<file path="src/hdl/sxf_pkg.sv">
// ----------------------------------------------------------------------------
// sxf_pkg
// Shared types and constants of the s-expression stream framer.
// ----------------------------------------------------------------------------
package sxf_pkg;

  localparam int MAX_FRAME_BYTES = 4096;
  localparam int DEPTH_BITS      = 16;
  localparam int LEN_W           = $clog2(MAX_FRAME_BYTES + 1);

  localparam int FIFO_DEPTH = 4;
  localparam int PTR_W      = $clog2(FIFO_DEPTH);
  localparam int CNT_W      = $clog2(FIFO_DEPTH + 1);

  localparam logic [1:0] ERR_OK        = 2'd0;
  localparam logic [1:0] ERR_ESCAPE    = 2'd1;
  localparam logic [1:0] ERR_OVERFLOW  = 2'd2;
  localparam logic [1:0] ERR_UNTERM    = 2'd3;

  typedef struct packed {
    logic [7:0] out_byte;
    logic       byte_valid;
    logic       frame_end;
    logic [1:0] error_code;
  } res_t;

  typedef struct packed {
    res_t       r0;
    res_t       r1;
    logic [1:0] n;
  } scan_out_t;

endpackage

</file>
<file path="src/hdl/sxf_scanner.sv">
// ----------------------------------------------------------------------------
// sxf_scanner
// Mode machine, depth and length counters; one character per accepted word,
// producing up to two result words.
// ----------------------------------------------------------------------------
module sxf_scanner (
  input  logic                clk,
  input  logic                rst_n,
  input  logic                accept,
  input  logic [7:0]          char_in,
  input  logic                end_of_stream,
  input  logic                interactive_mode,
  output sxf_pkg::scan_out_t  scan
);

  localparam int MODE_W = 3;
  localparam logic [MODE_W-1:0] M_TOP          = 3'd0;
  localparam logic [MODE_W-1:0] M_LIST         = 3'd1;
  localparam logic [MODE_W-1:0] M_STRING       = 3'd2;
  localparam logic [MODE_W-1:0] M_ESCAPE       = 3'd3;
  localparam logic [MODE_W-1:0] M_TOKEN        = 3'd4;
  localparam logic [MODE_W-1:0] M_COMMENT_TOP  = 3'd5;
  localparam logic [MODE_W-1:0] M_COMMENT_LIST = 3'd6;

  localparam logic [7:0] CH_LPAREN = 8'h28;
  localparam logic [7:0] CH_RPAREN = 8'h29;
  localparam logic [7:0] CH_SEMI   = 8'h3B;
  localparam logic [7:0] CH_BSLASH = 8'h5C;
  localparam logic [7:0] CH_NL     = 8'h0A;
  localparam logic [7:0] CH_CR     = 8'h0D;
  localparam logic [7:0] CH_BEL    = 8'h07;
  localparam logic [7:0] CH_DQUOTE = 8'h22;
  localparam logic [7:0] CH_SQUOTE = 8'h27;
  localparam logic [7:0] CH_SPACE  = 8'h20;
  localparam logic [7:0] CH_TAB    = 8'h09;
  localparam logic [7:0] CH_LC_N   = 8'h6E;
  localparam logic [7:0] CH_LC_R   = 8'h72;
  localparam logic [7:0] CH_LC_A   = 8'h61;

  localparam logic [sxf_pkg::DEPTH_BITS-1:0] DEPTH_MAX = '1;
  localparam logic [sxf_pkg::LEN_W-1:0] LEN_MAX =
    sxf_pkg::LEN_W'(sxf_pkg::MAX_FRAME_BYTES);
  localparam logic [sxf_pkg::LEN_W-1:0] LEN_ONE = sxf_pkg::LEN_W'(1);
  localparam logic [sxf_pkg::DEPTH_BITS-1:0] DEPTH_ONE = sxf_pkg::DEPTH_BITS'(1);

  logic [MODE_W-1:0]              mode_r, mode_nxt;
  logic [sxf_pkg::DEPTH_BITS-1:0] depth_r, depth_nxt;
  logic [sxf_pkg::LEN_W-1:0]      len_r, len_nxt;
  logic                           sil_r, sil_nxt;

  logic [sxf_pkg::LEN_W-1:0]      cur_len;
  logic [sxf_pkg::DEPTH_BITS-1:0] depth_dec;
  logic                           emit_req;
  logic [7:0]                     emit_byte;
  sxf_pkg::res_t                  r0, r1;
  logic [1:0]                     n;

  function automatic sxf_pkg::res_t end_res(input logic [1:0] err);
    sxf_pkg::res_t r;
    r.out_byte   = 8'h00;
    r.byte_valid = 1'b0;
    r.frame_end  = 1'b1;
    r.error_code = err;
    return r;
  endfunction

  function automatic sxf_pkg::res_t byte_res(input logic [7:0] b);
    sxf_pkg::res_t r;
    r.out_byte   = b;
    r.byte_valid = 1'b1;
    r.frame_end  = 1'b0;
    r.error_code = sxf_pkg::ERR_OK;
    return r;
  endfunction

  assign cur_len   = (mode_r <= M_COMMENT_LIST) ? len_r : '0;
  assign depth_dec = (depth_r != '0) ? depth_r - DEPTH_ONE : depth_r;

  always_comb begin
    mode_nxt  = mode_r;
    depth_nxt = depth_r;
    len_nxt   = cur_len;
    sil_nxt   = sil_r;
    emit_req  = 1'b0;
    emit_byte = char_in;
    r0        = '0;
    r1        = '0;
    n         = 2'd0;
    if (mode_r > M_COMMENT_LIST) begin
      mode_nxt  = M_TOP;
      depth_nxt = '0;
      sil_nxt   = 1'b0;
    end

    if (end_of_stream) begin
      if (!interactive_mode) begin
        case (mode_r)
          M_TOKEN: begin
            r0 = end_res(sxf_pkg::ERR_OK);
            n  = 2'd1;
          end
          M_LIST, M_STRING, M_ESCAPE, M_COMMENT_LIST: begin
            r0 = end_res(sxf_pkg::ERR_UNTERM);
            n  = 2'd1;
          end
          default: begin
            if (cur_len != '0) begin
              r0 = end_res(sxf_pkg::ERR_UNTERM);
              n  = 2'd1;
            end
          end
        endcase
        mode_nxt  = M_TOP;
        depth_nxt = '0;
        len_nxt   = '0;
        sil_nxt   = 1'b0;
      end
    end else begin
      case (mode_r)
        M_LIST: begin
          case (char_in)
            CH_LPAREN: begin
              emit_req = 1'b1;
              if (depth_r != DEPTH_MAX) depth_nxt = depth_r + DEPTH_ONE;
            end
            CH_RPAREN: begin
              emit_req = 1'b1;
              depth_nxt = depth_dec;
            end
            CH_DQUOTE: begin
              emit_req = 1'b1;
              sil_nxt  = 1'b1;
              mode_nxt = M_STRING;
            end
            CH_SEMI: mode_nxt = M_COMMENT_LIST;
            CH_NL:   emit_req = interactive_mode;
            default: emit_req = 1'b1;
          endcase
        end
        M_STRING: begin
          case (char_in)
            CH_DQUOTE: begin
              emit_req = 1'b1;
              if (sil_r) mode_nxt = M_LIST;
            end
            CH_BSLASH: mode_nxt = M_ESCAPE;
            default:   emit_req = 1'b1;
          endcase
        end
        M_ESCAPE: begin
          emit_req = 1'b1;
          mode_nxt = M_STRING;
          case (char_in)
            CH_LC_N:   emit_byte = CH_NL;
            CH_LC_R:   emit_byte = CH_CR;
            CH_LC_A:   emit_byte = CH_BEL;
            CH_BSLASH: emit_byte = CH_BSLASH;
            default: begin
              emit_req = 1'b0;
              r0 = end_res(sxf_pkg::ERR_ESCAPE);
              n  = 2'd1;
              mode_nxt  = M_TOP;
              depth_nxt = '0;
              len_nxt   = '0;
              sil_nxt   = 1'b0;
            end
          endcase
        end
        M_TOKEN: begin
          case (char_in)
            CH_LPAREN, CH_RPAREN, CH_DQUOTE: begin
              // close the token, then reopen a frame with this delimiter
              r0 = end_res(sxf_pkg::ERR_OK);
              r1 = byte_res(char_in);
              n  = 2'd2;
              len_nxt   = LEN_ONE;
              depth_nxt = '0;
              sil_nxt   = 1'b0;
              case (char_in)
                CH_LPAREN: begin
                  depth_nxt = DEPTH_ONE;
                  mode_nxt  = M_LIST;
                end
                CH_DQUOTE: mode_nxt = M_STRING;
                default:   mode_nxt = M_TOKEN;
              endcase
            end
            CH_SPACE, CH_TAB, CH_NL: begin
              r0 = end_res(sxf_pkg::ERR_OK);
              n  = 2'd1;
              mode_nxt  = M_TOP;
              depth_nxt = '0;
              len_nxt   = '0;
              sil_nxt   = 1'b0;
            end
            default: emit_req = 1'b1;
          endcase
        end
        M_COMMENT_TOP: begin
          if (char_in == CH_NL) begin
            mode_nxt = M_TOP;
            if (cur_len != '0) begin
              r0 = end_res(sxf_pkg::ERR_OK);
              n  = 2'd1;
              depth_nxt = '0;
              len_nxt   = '0;
              sil_nxt   = 1'b0;
            end
          end
        end
        M_COMMENT_LIST: begin
          if (char_in == CH_NL) begin
            mode_nxt = M_LIST;
            emit_req = interactive_mode;
          end
        end
        default: begin
          case (char_in)
            CH_NL: begin
              if (cur_len != '0) begin
                r0 = end_res(sxf_pkg::ERR_OK);
                n  = 2'd1;
                mode_nxt  = M_TOP;
                depth_nxt = '0;
                len_nxt   = '0;
                sil_nxt   = 1'b0;
              end
            end
            CH_SPACE, CH_TAB: ;
            CH_SQUOTE: emit_req = 1'b1;
            CH_LPAREN: begin
              emit_req  = 1'b1;
              depth_nxt = DEPTH_ONE;
              mode_nxt  = M_LIST;
            end
            CH_DQUOTE: begin
              emit_req = 1'b1;
              sil_nxt  = 1'b0;
              mode_nxt = M_STRING;
            end
            CH_SEMI: mode_nxt = M_COMMENT_TOP;
            default: begin
              emit_req = 1'b1;
              mode_nxt = M_TOKEN;
            end
          endcase
        end
      endcase

      if (emit_req) begin
        if (cur_len >= LEN_MAX) begin
          r0 = end_res(sxf_pkg::ERR_OVERFLOW);
          n  = 2'd1;
          mode_nxt  = M_TOP;
          depth_nxt = '0;
          len_nxt   = '0;
          sil_nxt   = 1'b0;
        end else begin
          r0 = byte_res(emit_byte);
          n  = 2'd1;
          len_nxt = cur_len + LEN_ONE;
          // closing paren of the outer list or closing quote of a bare string
          if ((mode_r == M_LIST && char_in == CH_RPAREN && depth_dec == '0) ||
              (mode_r == M_STRING && char_in == CH_DQUOTE && !sil_r)) begin
            r0.frame_end = 1'b1;
            mode_nxt  = M_TOP;
            depth_nxt = '0;
            len_nxt   = '0;
            sil_nxt   = 1'b0;
          end
        end
      end
    end
  end

  always_ff @(posedge clk) begin
    if (!rst_n) begin
      mode_r  <= M_TOP;
      depth_r <= '0;
      len_r   <= '0;
      sil_r   <= 1'b0;
    end else if (accept) begin
      mode_r  <= mode_nxt;
      depth_r <= depth_nxt;
      len_r   <= len_nxt;
      sil_r   <= sil_nxt;
    end
  end

  assign scan.r0 = r0;
  assign scan.r1 = r1;
  assign scan.n  = n;

endmodule

</file>
<file path="src/hdl/sxf_out_fifo.sv">
// ----------------------------------------------------------------------------
// sxf_out_fifo
// Result queue; takes up to two words per cycle, delivers one when the reader is ready.
// ----------------------------------------------------------------------------
module sxf_out_fifo (
  input  logic                       clk,
  input  logic                       rst_n,
  input  logic                       wr_en,
  input  sxf_pkg::scan_out_t         wr,
  output logic                       room,
  output logic                       rd_valid,
  input  logic                       rd_ready,
  output sxf_pkg::res_t              rd_data
);

  localparam logic [sxf_pkg::PTR_W-1:0] PTR_ONE = sxf_pkg::PTR_W'(1);
  localparam logic [sxf_pkg::CNT_W-1:0] ROOM_LIMIT =
    sxf_pkg::CNT_W'(sxf_pkg::FIFO_DEPTH - 2);

  sxf_pkg::res_t                mem [sxf_pkg::FIFO_DEPTH];
  logic [sxf_pkg::PTR_W-1:0]    wr_ptr_r, wr_ptr_nxt;
  logic [sxf_pkg::PTR_W-1:0]    rd_ptr_r, rd_ptr_nxt;
  logic [sxf_pkg::CNT_W-1:0]    cnt_r, cnt_nxt;
  logic [1:0]                   n_wr;
  logic                         pop;

  assign n_wr     = wr_en ? wr.n : 2'd0;
  assign pop      = rd_valid && rd_ready;
  assign rd_valid = (cnt_r != '0);
  assign room     = (cnt_r <= ROOM_LIMIT);
  assign rd_data  = mem[rd_ptr_r];

  assign wr_ptr_nxt = wr_ptr_r + sxf_pkg::PTR_W'(n_wr);
  assign rd_ptr_nxt = pop ? rd_ptr_r + PTR_ONE : rd_ptr_r;
  assign cnt_nxt    = cnt_r + sxf_pkg::CNT_W'(n_wr) - sxf_pkg::CNT_W'(pop);

  always_ff @(posedge clk) begin
    if (n_wr != 2'd0) mem[wr_ptr_r] <= wr.r0;
    if (n_wr == 2'd2) mem[wr_ptr_r + PTR_ONE] <= wr.r1;
  end

  always_ff @(posedge clk) begin
    if (!rst_n) begin
      wr_ptr_r <= '0;
      rd_ptr_r <= '0;
      cnt_r    <= '0;
    end else begin
      wr_ptr_r <= wr_ptr_nxt;
      rd_ptr_r <= rd_ptr_nxt;
      cnt_r    <= cnt_nxt;
    end
  end

endmodule

</file>
<file path="src/hdl/sexpr_stream_framer.sv">
// ----------------------------------------------------------------------------
// sexpr_stream_framer
// Cuts a character stream into top-level s-expression frames.
//
//   channel  dir  tdata                          tuser          tlast
//   in_      in   [7:0] char_in                  end_of_stream  -
//   out_     out  [7:0] out_byte, [9:8] err      byte_valid     frame_end
//   cfg_     in   cfg_wdata = interactive_mode   -              -
//
// One word per cycle unless stalled; mode machine and counters are registered.
// A word with two results (token closed by a delimiter) queues both words.
// Input stalls only when the result queue holds more than two words.
// Synchronous active-low reset returns to idle between frames, file mode.
// ----------------------------------------------------------------------------
module sexpr_stream_framer (
  input  logic        clk,
  input  logic        rst_n,
  input  logic        in_tvalid,
  output logic        in_tready,
  input  logic [7:0]  in_tdata,   // [7:0] char_in
  input  logic        in_tuser,   // [0] end_of_stream
  output logic        out_tvalid,
  input  logic        out_tready,
  output logic [15:0] out_tdata,  // [7:0] out_byte, [9:8] error_code
  output logic        out_tuser,  // [0] byte_valid
  output logic        out_tlast,
  input  logic        cfg_we,
  input  logic        cfg_wdata
);

  logic               interactive_r;
  logic               in_acc;
  sxf_pkg::scan_out_t scan;
  sxf_pkg::res_t      head;

  assign in_acc = in_tvalid && in_tready;

  always_ff @(posedge clk) begin
    if (!rst_n) begin
      interactive_r <= 1'b0;
    end else if (cfg_we) begin
      interactive_r <= cfg_wdata;
    end
  end

  sxf_scanner u_scanner (
    .clk              (clk),
    .rst_n            (rst_n),
    .accept           (in_acc),
    .char_in          (in_tdata),
    .end_of_stream    (in_tuser),
    .interactive_mode (interactive_r),
    .scan             (scan)
  );

  sxf_out_fifo u_out_fifo (
    .clk      (clk),
    .rst_n    (rst_n),
    .wr_en    (in_acc),
    .wr       (scan),
    .room     (in_tready),
    .rd_valid (out_tvalid),
    .rd_ready (out_tready),
    .rd_data  (head)
  );

  assign out_tdata = {6'b0, head.error_code, head.out_byte};
  assign out_tuser = head.byte_valid;
  assign out_tlast = head.frame_end;

  a_two_res_first_ends: assert property (@(posedge clk) disable iff (!rst_n)
    (in_acc && scan.n == 2'd2) |-> (scan.r0.frame_end && !scan.r0.byte_valid))
    else $error("second result without a leading frame end");

  a_err_only_on_end: assert property (@(posedge clk) disable iff (!rst_n)
    (in_acc && scan.n != 2'd0 && scan.r0.error_code != sxf_pkg::ERR_OK)
      |-> scan.r0.frame_end)
    else $error("error code on a non-final word");

  a_result_shows: assert property (@(posedge clk) disable iff (!rst_n)
    (in_acc && scan.n != 2'd0) |=> out_tvalid)
    else $error("result word lost");

  a_stall_has_data: assert property (@(posedge clk) disable iff (!rst_n)
    !in_tready |-> out_tvalid)
    else $error("input stalled with empty queue");

endmodule

</file>
<file path="config.mk">
export PLATFORM = sky130hd
export DESIGN_NAME = sexpr_stream_framer
export DESIGN_NICKNAME = d
export VERILOG_FILES = /design/src/hdl/sxf_pkg.sv /design/src/hdl/sxf_scanner.sv /design/src/hdl/sxf_out_fifo.sv /design/src/hdl/sexpr_stream_framer.sv
export SDC_FILE = /design/constraint.sdc
export NUM_CORES = 1
export LEC_CHECK = 0
export ABC_AREA = 1
export BUFFER_PORTS_ARGS = -buffer_cell sky130_fd_sc_hd__buf_2
export CAP_MARGIN = 0
export CORE_ASPECT_RATIO = 0.8
export CORE_MARGIN = 2
export CORE_UTILIZATION = 57
export DETAILED_ROUTE_END_ITERATION = 10
export GPL_TIMING_DRIVEN = 0
export PLACE_DENSITY = 0.78
export SLEW_MARGIN = 10
export SYNTH_ARGS = -nofsm -noshare
export SYNTH_HDL_FRONTEND = slang
export SYNTH_SLANG_ARGS = --single-unit
</file>
<file path="constraint.sdc">
create_clock -name clk -period 2.9 [get_ports clk]
set_input_delay 0.145 -clock clk [delete_from_list [all_inputs] [get_ports clk]]
set_output_delay 0.145 -clock clk [all_outputs]
set_load 0.02 [all_outputs]
</file>
==> results of run 1 <==
area by class of cell:
class                   count  area, µm²
multi-input cells         942       4600
fillers                  1259       4570
flip-flops and latches     91       2180
inverters                 125        478
plain buffers              65        347
clock buffers               9        225
well taps                 175        219
repair buffers             32        178
clock inverters             7       66.3
report_power, final:
part           switching, mW  internal [mW]  leakage [nW]
Combinational           2.26          0.994          2.96
Sequential             0.172           1.62         0.780
Clock                  0.575          0.604         0.144
flip-flops by register name, summed over array words and instances, names as in the netlist, named ones only:
name                 flops
u_scanner.depth_r       16
u_out_fifo.wr_ptr_r      2
u_scanner.len_r         13
interactive_r            1
u_out_fifo.rd_ptr_r      2
u_out_fifo.cnt_r         3
u_scanner.mode_r         3
u_out_fifo.mem          48
u_scanner.sil_r          1
logic make-up after synthesis:
logic type      after synthesis  synth area share, %
other cells                   1               0.0498
compound gates              233                 16.4
flops                        91                 29.0
simple gates                679                 40.6
fa+ha+maj                     9                 1.59
buf+inv                     190                 10.7
xor+xnor                     15                 1.74
worst register-to-register path, cell delays in order, from the launching register on:
cell and delay (ns):
dfxtp_1 0.31, buf_4 0.14, nand3_2 0.10, buf_6 0.15
nand2_2 0.10, ha_1 0.15, nand3_1 0.09, nor2_2 0.16
nand2_2 0.09, inv_2 0.07, nor2_2 0.05, nor3_2 0.10
nand2_1 0.08, nand2_2 0.09, inv_1 0.07, ha_1 0.21
fa_1 0.37, xor2_1 0.16, o21ai_0 0.15, a21oi_1 0.05
cell usage after synthesis (2+ instances only):
master / n / area [µm²]
a211oi_1: 2 / 15.0
nand2_1: 306 / 1150
buf_6: 3 / 33.8
nor2_1: 135 / 507
nand4_1: 17 / 106
clkbuf_1: 30 / 113
nand3_1: 156 / 781
nor3_2: 3 / 30.0
nand2_4: 8 / 90.1
nand2_2: 13 / 81.3
nor2_2: 11 / 68.8
nand3b_1: 2 / 15.0
buf_4: 10 / 75.1
xor2_1: 14 / 123
ha_1: 8 / 100
o22ai_1: 20 / 125
o211ai_1: 7 / 52.6
inv_1: 100 / 375
dfxtp_1: 55 / 1100
a31oi_1: 2 / 12.5
edfxtp_1: 36 / 1080
inv_2: 22 / 82.6
nand3_2: 3 / 30.0
nor3_1: 12 / 60.1
inv_4: 2 / 12.5
o21ai_1: 6 / 30.0
nor4_1: 3 / 18.8
nor2_4: 7 / 78.8
a21oi_1: 98 / 490
o21ai_0: 96 / 480
buf_2: 20 / 100
timing repair:
item                                    CTS  global route
buffers inserted                          1             4
endpoints found under the setup margin   38            62
cloned                                    0             0
hold buffers                              1             0
gates resized for setup                   8            15
pin swaps                                 1             3
endpoints found under the hold margin     1             0
stage by stage:
step / instance area (µm²) / std cells / power (mW)
global placement: 7900 / 1424 / 4.88
CTS: 8240 / 1442 / 6.13
finish: 8300 / 1446 / 6.22
detailed placement: 7900 / 1424 / 4.92
global route: 8300 / 1446 / 6.64
floorplan: 7550 / 1223 / 4.12
cell usage in the layout (no fill, tap or decap), types with 29 or more instances in the layout:
cell,count
nand2_1,299
nand3_1,155
nor2_1,134
inv_1,99
a21oi_1,98
o21ai_0,96
dfxtp_1,54
buf_2,43
edfxtp_1,36
clkbuf_1,29
final timing paths:
| kind | startpoint | to | slack [ns] |
|---|---|---|---|
| setup / recovery | u_scanner.mode_r[2]$_SDFFE_PN0P_ | u_out_fifo.cnt_r[2]$_SDFF_PN0_ | 0.13 |
| hold / removal | cfg_wdata | interactive_r$_SDFFE_PN0P_ | 0.02 |
| setup reg to reg | u_scanner.mode_r[2]$_SDFFE_PN0P_ | u_out_fifo.cnt_r[2]$_SDFF_PN0_ | 0.13 |
| hold reg to reg | u_out_fifo.mem[2][1]$_SDFFE_PP0P_ | u_out_fifo.mem[2][1]$_SDFFE_PP0P_ | 0.46 |
layer usage:
metal / routed length [µm] / track usage (%)
met3: 3250 / 8.61
met4: 384 / 8.06
met1: 10800 / 51.5
met2: 9970 / 50.0
met5: 0 / 0
==> impl_metrics.csv, run 1 <==
group,metric,value,unit
run_status,outcome,"finished clean",
floorplanning,floorplan.initialDensity,58.5,%
sta,rsz0062_at_grt,"yes",
sta,fin_crit,2.77,ns
critical_path,critPathMaxStageDelay,0.37,ns
logic_synthesis,syn_inst,1218,
power,cellPowerDensity,749,nW/µm²
clock_network,cts_made_buffers,9,
routing,dr.pass1.iters,6,
critical_path,crit_top_cell,"nand2_2",
layout,nNetsFinal,1290,
critical_path,critPathMaxFanout,8,
grt,antenna_found_initial,0,
routing,wl,24400,µm
logic_synthesis,synth-seq-area-share,29.0,%
critical_path,path_buf_inv,4,
logic_synthesis,synthArstFlopShare,0,%
routing,route.detailed.drc,0,
sta,min_period_over_period,95.4,%
clock_network,clk_latency,0.37,ns
clock_network,clockBufferDepth,2,
sta,setup_viol,0,
layout,final_layout_size_suffix_gt1_share,13.3,%
sta,setup_tns,0,ns
routing,wl_per_cell,16.9,µm
logic_synthesis,synth-seq-cells,91,
sta,worstMarginPinSlew,0.705,ns
critical_path,worstSetupPathType,"reg2reg",
floorplanning,die_x,133,µm
critical_path,ff2ff_path_depth,19,
critical_path,critPathLaunchType,"register",
layout,area_growth,10.2,%
sta,timing.slew.headroom,52.5,%
logic_synthesis,yosys_warnings,0,
floorplanning,coreArea,12900,µm²
placed_design,hpwl,17900,µm
power,p_leak,3.89,nW
logic_synthesis,ys.flop_type,"dfxtp_1",
floorplanning,dieArea,14200,µm²
floorplanning,rows,37,
floorplanning,fp.dieH,107,µm
routing,drt_iter0_drc,1067,
logic_synthesis,synth-edff-count,36,
sta,fin_skew,0.0150,ns
critical_path,cp.arrival,3.03,ns
routing,num_vias,8526,
worst_hold_path,min_path_type,"in2reg",
grt,grt_max_degree,19,
placed_design,io_buffers,26,
sta,clock.fmax,0.362,GHz
placed_design,pre_cts_ws,-0.305,ns
clock_network,path_clk_slew,0.08,ns
power,ir_drop,0.508,mV
routing,via_per_inst,5.90,
floorplanning,ioPinCount,35,
critical_path,path_depth,19,
clock_network,cts_tree,"built",
grt,grt-ovfl-total,0,
flow_run,cap_viol_max_count,0,
worst_hold_path,min_path_cells,3,
sta,timing.final.ws_setup,0.134,ns
clock_network,cts.sinks,91,
sta,hold_ws,0.0193,ns
sta,final_hold_viol_count,0,
grt,grt_usage,34.6,%
critical_path,crit_chain,"buf_4 > nand3_2 > buf_6 > nand2_2 > ha_1 > nand3_1 > nor2_2 > nand2_2 > inv_2 > nor2_2 > nor3_2 > nand2_1 > nand2_2 > inv_1 > ha_1 > fa_1 > xor2_1 > o21ai_0 > a21oi_1",
critical_path,critical_path.slowest_cell,"fa_1",
placed_design,place.gp.congestion,0.974,
clock_network,root_buffer,"clkbuf_16",
logic_synthesis,syn_area_per_cell,6.19,µm²
critical_path,crit_required,3.16,ns
routing,ant_nets,0,
grt,grt_pass1_vias,7372,
clock_network,htreeDepth,3,
layout,final_util,64.5,%
critical_path,end_kind,"register",
sta,slew_viol_final,0,
logic_synthesis,synthesis.area,7530,µm²
logic_synthesis,synth.distinct_cells,42,
grt,grt_pass1_wl,38600,µm
critical_path,crit_family,"simple AND/OR/NAND/NOR gates",
layout,diodes,0,
No activity file was read; power rests on OpenSTA's default activity.
==> inputs of run 2 (changes only) <==
--- a/config.mk
+++ b/config.mk
@@ -7,13 +7,14 @@
 export LEC_CHECK = 0
 export ABC_AREA = 1
 export BUFFER_PORTS_ARGS = -buffer_cell sky130_fd_sc_hd__buf_2
-export CAP_MARGIN = 0
 export CORE_ASPECT_RATIO = 0.8
 export CORE_MARGIN = 2
 export CORE_UTILIZATION = 57
+export CTS_CLUSTER_DIAMETER = 50
 export DETAILED_ROUTE_END_ITERATION = 10
 export GPL_TIMING_DRIVEN = 0
 export PLACE_DENSITY = 0.78
+export RECOVER_POWER = 50
 export SLEW_MARGIN = 10
 export SYNTH_ARGS = -nofsm -noshare
 export SYNTH_HDL_FRONTEND = slang
==> impl_metrics.csv, run 2 (synthesized netlist as in run 1, its figures left out) <==
group,metric,value,unit
run_status,outcome,"finished clean",
power,ir_drop,0.504,mV
floorplanning,rows,37,
routing,wl,24400,µm
clock_network,cts_made_buffers,9,
critical_path,r2r-start,"u_scanner.mode_r[2]$_SDFFE_PN0P_",
clock_network,clockBufferDepth,2,
power,sw_frac_of_total,48.6,%
worst_hold_path,min_path_type,"in2reg",
layout,layout_common_cells,"nand2_1 (299), nand3_1 (155), nor2_1 (134)",
layout,finalInstanceArea,8280,µm²
grt,grt-ovfl-total,0,
floorplanning,dieArea,14200,µm²
power,cellPowerDensity,748,nW/µm²
critical_path,reg2reg_to,"u_out_fifo.cnt_r[2]$_SDFF_PN0_",
placed_design,placed_cells,1424,
critical_path,endpoint,"u_out_fifo.cnt_r[2]$_SDFF_PN0_",
sta,setup_viol,0,
placed_design,io_buffers,26,
routing,dr.pass1.iters,8,
critical_path,critPathMaxFanout,8,
placed_design,place.gp.congestion,0.974,
floorplanning,ioPinCount,35,
critical_path,worstSetupPathType,"reg2reg",
routing,route.detailed.drc,0,
placed_design,placed_area,7900,µm²
layout,nNetsFinal,1290,
sta,fin_crit,2.77,ns
layout,regMostFlops,"u_out_fifo.mem",
grt,antenna_found_initial,0,
clock_network,path_clk_slew,0.08,ns
grt,grt_usage,34.6,%
grt,grt_pass1_vias,7372,
layout,final_layout_size_suffix_gt1_share,12.2,%
routing,wl_per_cell,16.9,µm
power,pwr-share-clk,19.0,%
critical_path,ff2ff_path_depth,19,
clock_network,cts_tree,"built",
layout,multiInputGateArea,4600,µm²
layout,top_regs,"u_out_fifo.mem x48, u_scanner.depth_r x16, u_scanner.len_r x13",
sta,fin_skew,0.0133,ns
routing,via_per_inst,5.87,
grt,grt_pass1_wl,38600,µm
power,p_int,3.18,mW
layout,largest_reg_flops,48,
layout,area_growth,9.93,%
layout,diodes,0,
power,switchingPower,3.01,mW
clock_network,cts.sinks,91,
clock_network,clk_latency,0.37,ns
layout,final_cells,1446,
power,pwr-share-comb,52.1,%
layout,layout_commonest_cell,"nand2_1",
sta,final_hold_viol_count,0,
sta,timing.slew.headroom,55.3,%
layout,nFillCells,1262,
clock_network,root_buffer,"clkbuf_16",
clock_network,htreeDepth,3,
routing,drt_iter0_drc,1023,
floorplanning,fp.dieH,107,µm
critical_path,reg2reg_slack,0.13,ns
power,power_frac_seq,28.9,%
flow_run,cap_viol_max_count,0,
grt,grt_max_degree,19,
layout,register_area,2180,µm²
sta,slew_viol_final,0,
critical_path,critPathLaunchType,"register",
layout,final_util,64.4,%
critical_path,crit_required,3.16,ns
sta,rsz0062_at_grt,"yes",
routing,num_vias,8484,
critical_path,end_kind,"register",
critical_path,startpoint,"u_scanner.mode_r[2]$_SDFFE_PN0P_",
floorplanning,coreArea,12900,µm²
floorplanning,die_x,133,µm
floorplanning,floorplan.initialDensity,58.5,%
sta,min_period_over_period,95.5,%
routing,ant_nets,0,
power,p_leak,3.85,nW
critical_path,cp.arrival,3.03,ns
placed_design,hpwl,17900,µm
sta,worstMarginPinSlew,0.664,ns
sta,clock.fmax,0.361,GHz
-- run 2: cell count changes in the layout (fill, tap and decap cells not counted), sizes merged --
cell    previous run  this run
buf               65        51
clkbuf            40        54
-- run 2: final cells by class --
class                      instances  area share (%)
clock buffer                       9            2.72
buffer                            65            4.18
inverter                         125            5.77
tap                              175            2.64
sequential                        91            26.4
multi-input combinational        942            55.6
timing repair buffer              32            1.93
clock inverter                     7           0.801
-- run 2: metrics by stage --
step / worst slack [ns] / TNS [ns] / hold slack [ns] / power, mW
final: 0.131 / 0 / 0.0188 / 6.19
after CTS: 0.0333 / 0 / 0.00991 / 6.13
after global placement: -0.312 / -3.58 / 0.342 / 4.88
after floorplan: 0.172 / 0 / 0.239 / 4.12
after global routing: -0.115 / -0.115 / 0.0181 / 6.62
after detailed placement: -0.305 / -3.85 / 0.349 / 4.92
-- run 2: per-layer routing --
layer / up-vias / part of all wire (%) / wire (µm) / track usage [%]
met5: - / 0 / 0 / 0
met4: 0 / 1.7 / 416 / 8.06
met3: 46 / 13 / 3230 / 8.61
met2: 528 / 41 / 9890 / 50.0
met1: 3777 / 44 / 10800 / 51.5
li1: 4133 / - / - / -
-- run 2: worst min-delay path by stage --
stage	from	to	cells after the start
global route	cfg_wdata	interactive_r$_SDFFE_PN0P_	3
finish	cfg_wdata	interactive_r$_SDFFE_PN0P_	3
detailed placement	cfg_we	interactive_r$_SDFFE_PN0P_	2
CTS	cfg_wdata	interactive_r$_SDFFE_PN0P_	3
floorplan	cfg_we	interactive_r$_SDFFE_PN0P_	1
global placement	cfg_we	interactive_r$_SDFFE_PN0P_	2
-- run 2: critical path, stage by stage, from the launching register on --
cell	delay, ns
dfxtp_1	0.31
buf_4	0.14
nand3_2	0.10
buf_6	0.15
nand2_2	0.10
ha_1	0.15
nand3_1	0.09
nor2_2	0.16
nand2_2	0.08
inv_2	0.07
nor2_2	0.05
nor3_2	0.10
nand2_1	0.08
nand2_2	0.09
inv_1	0.07
ha_1	0.21
fa_1	0.37
xor2_1	0.16
o21ai_0	0.15
a21oi_1	0.05
-- run 2: what timing repair did --
action,4_1_cts,5_1_grt
hold buffers,1,0
setup endpoints to repair,38,62
cloned,0,0
buffers inserted,1,4
endpoints found under the hold margin,1,0
pin swaps,1,3
resized for setup,8,15
-- run 2: power groups by stage --
stage                     Clock, mW  Sequential (mW)  Combinational [mW]
final                          1.18             1.79                3.23
after global routing           1.24             1.81                3.57
after CTS                      1.19             1.78                3.17
after detailed placement          0             1.80                3.12
after global placement            0             1.79                3.08
after floorplan                   0             1.75                2.37
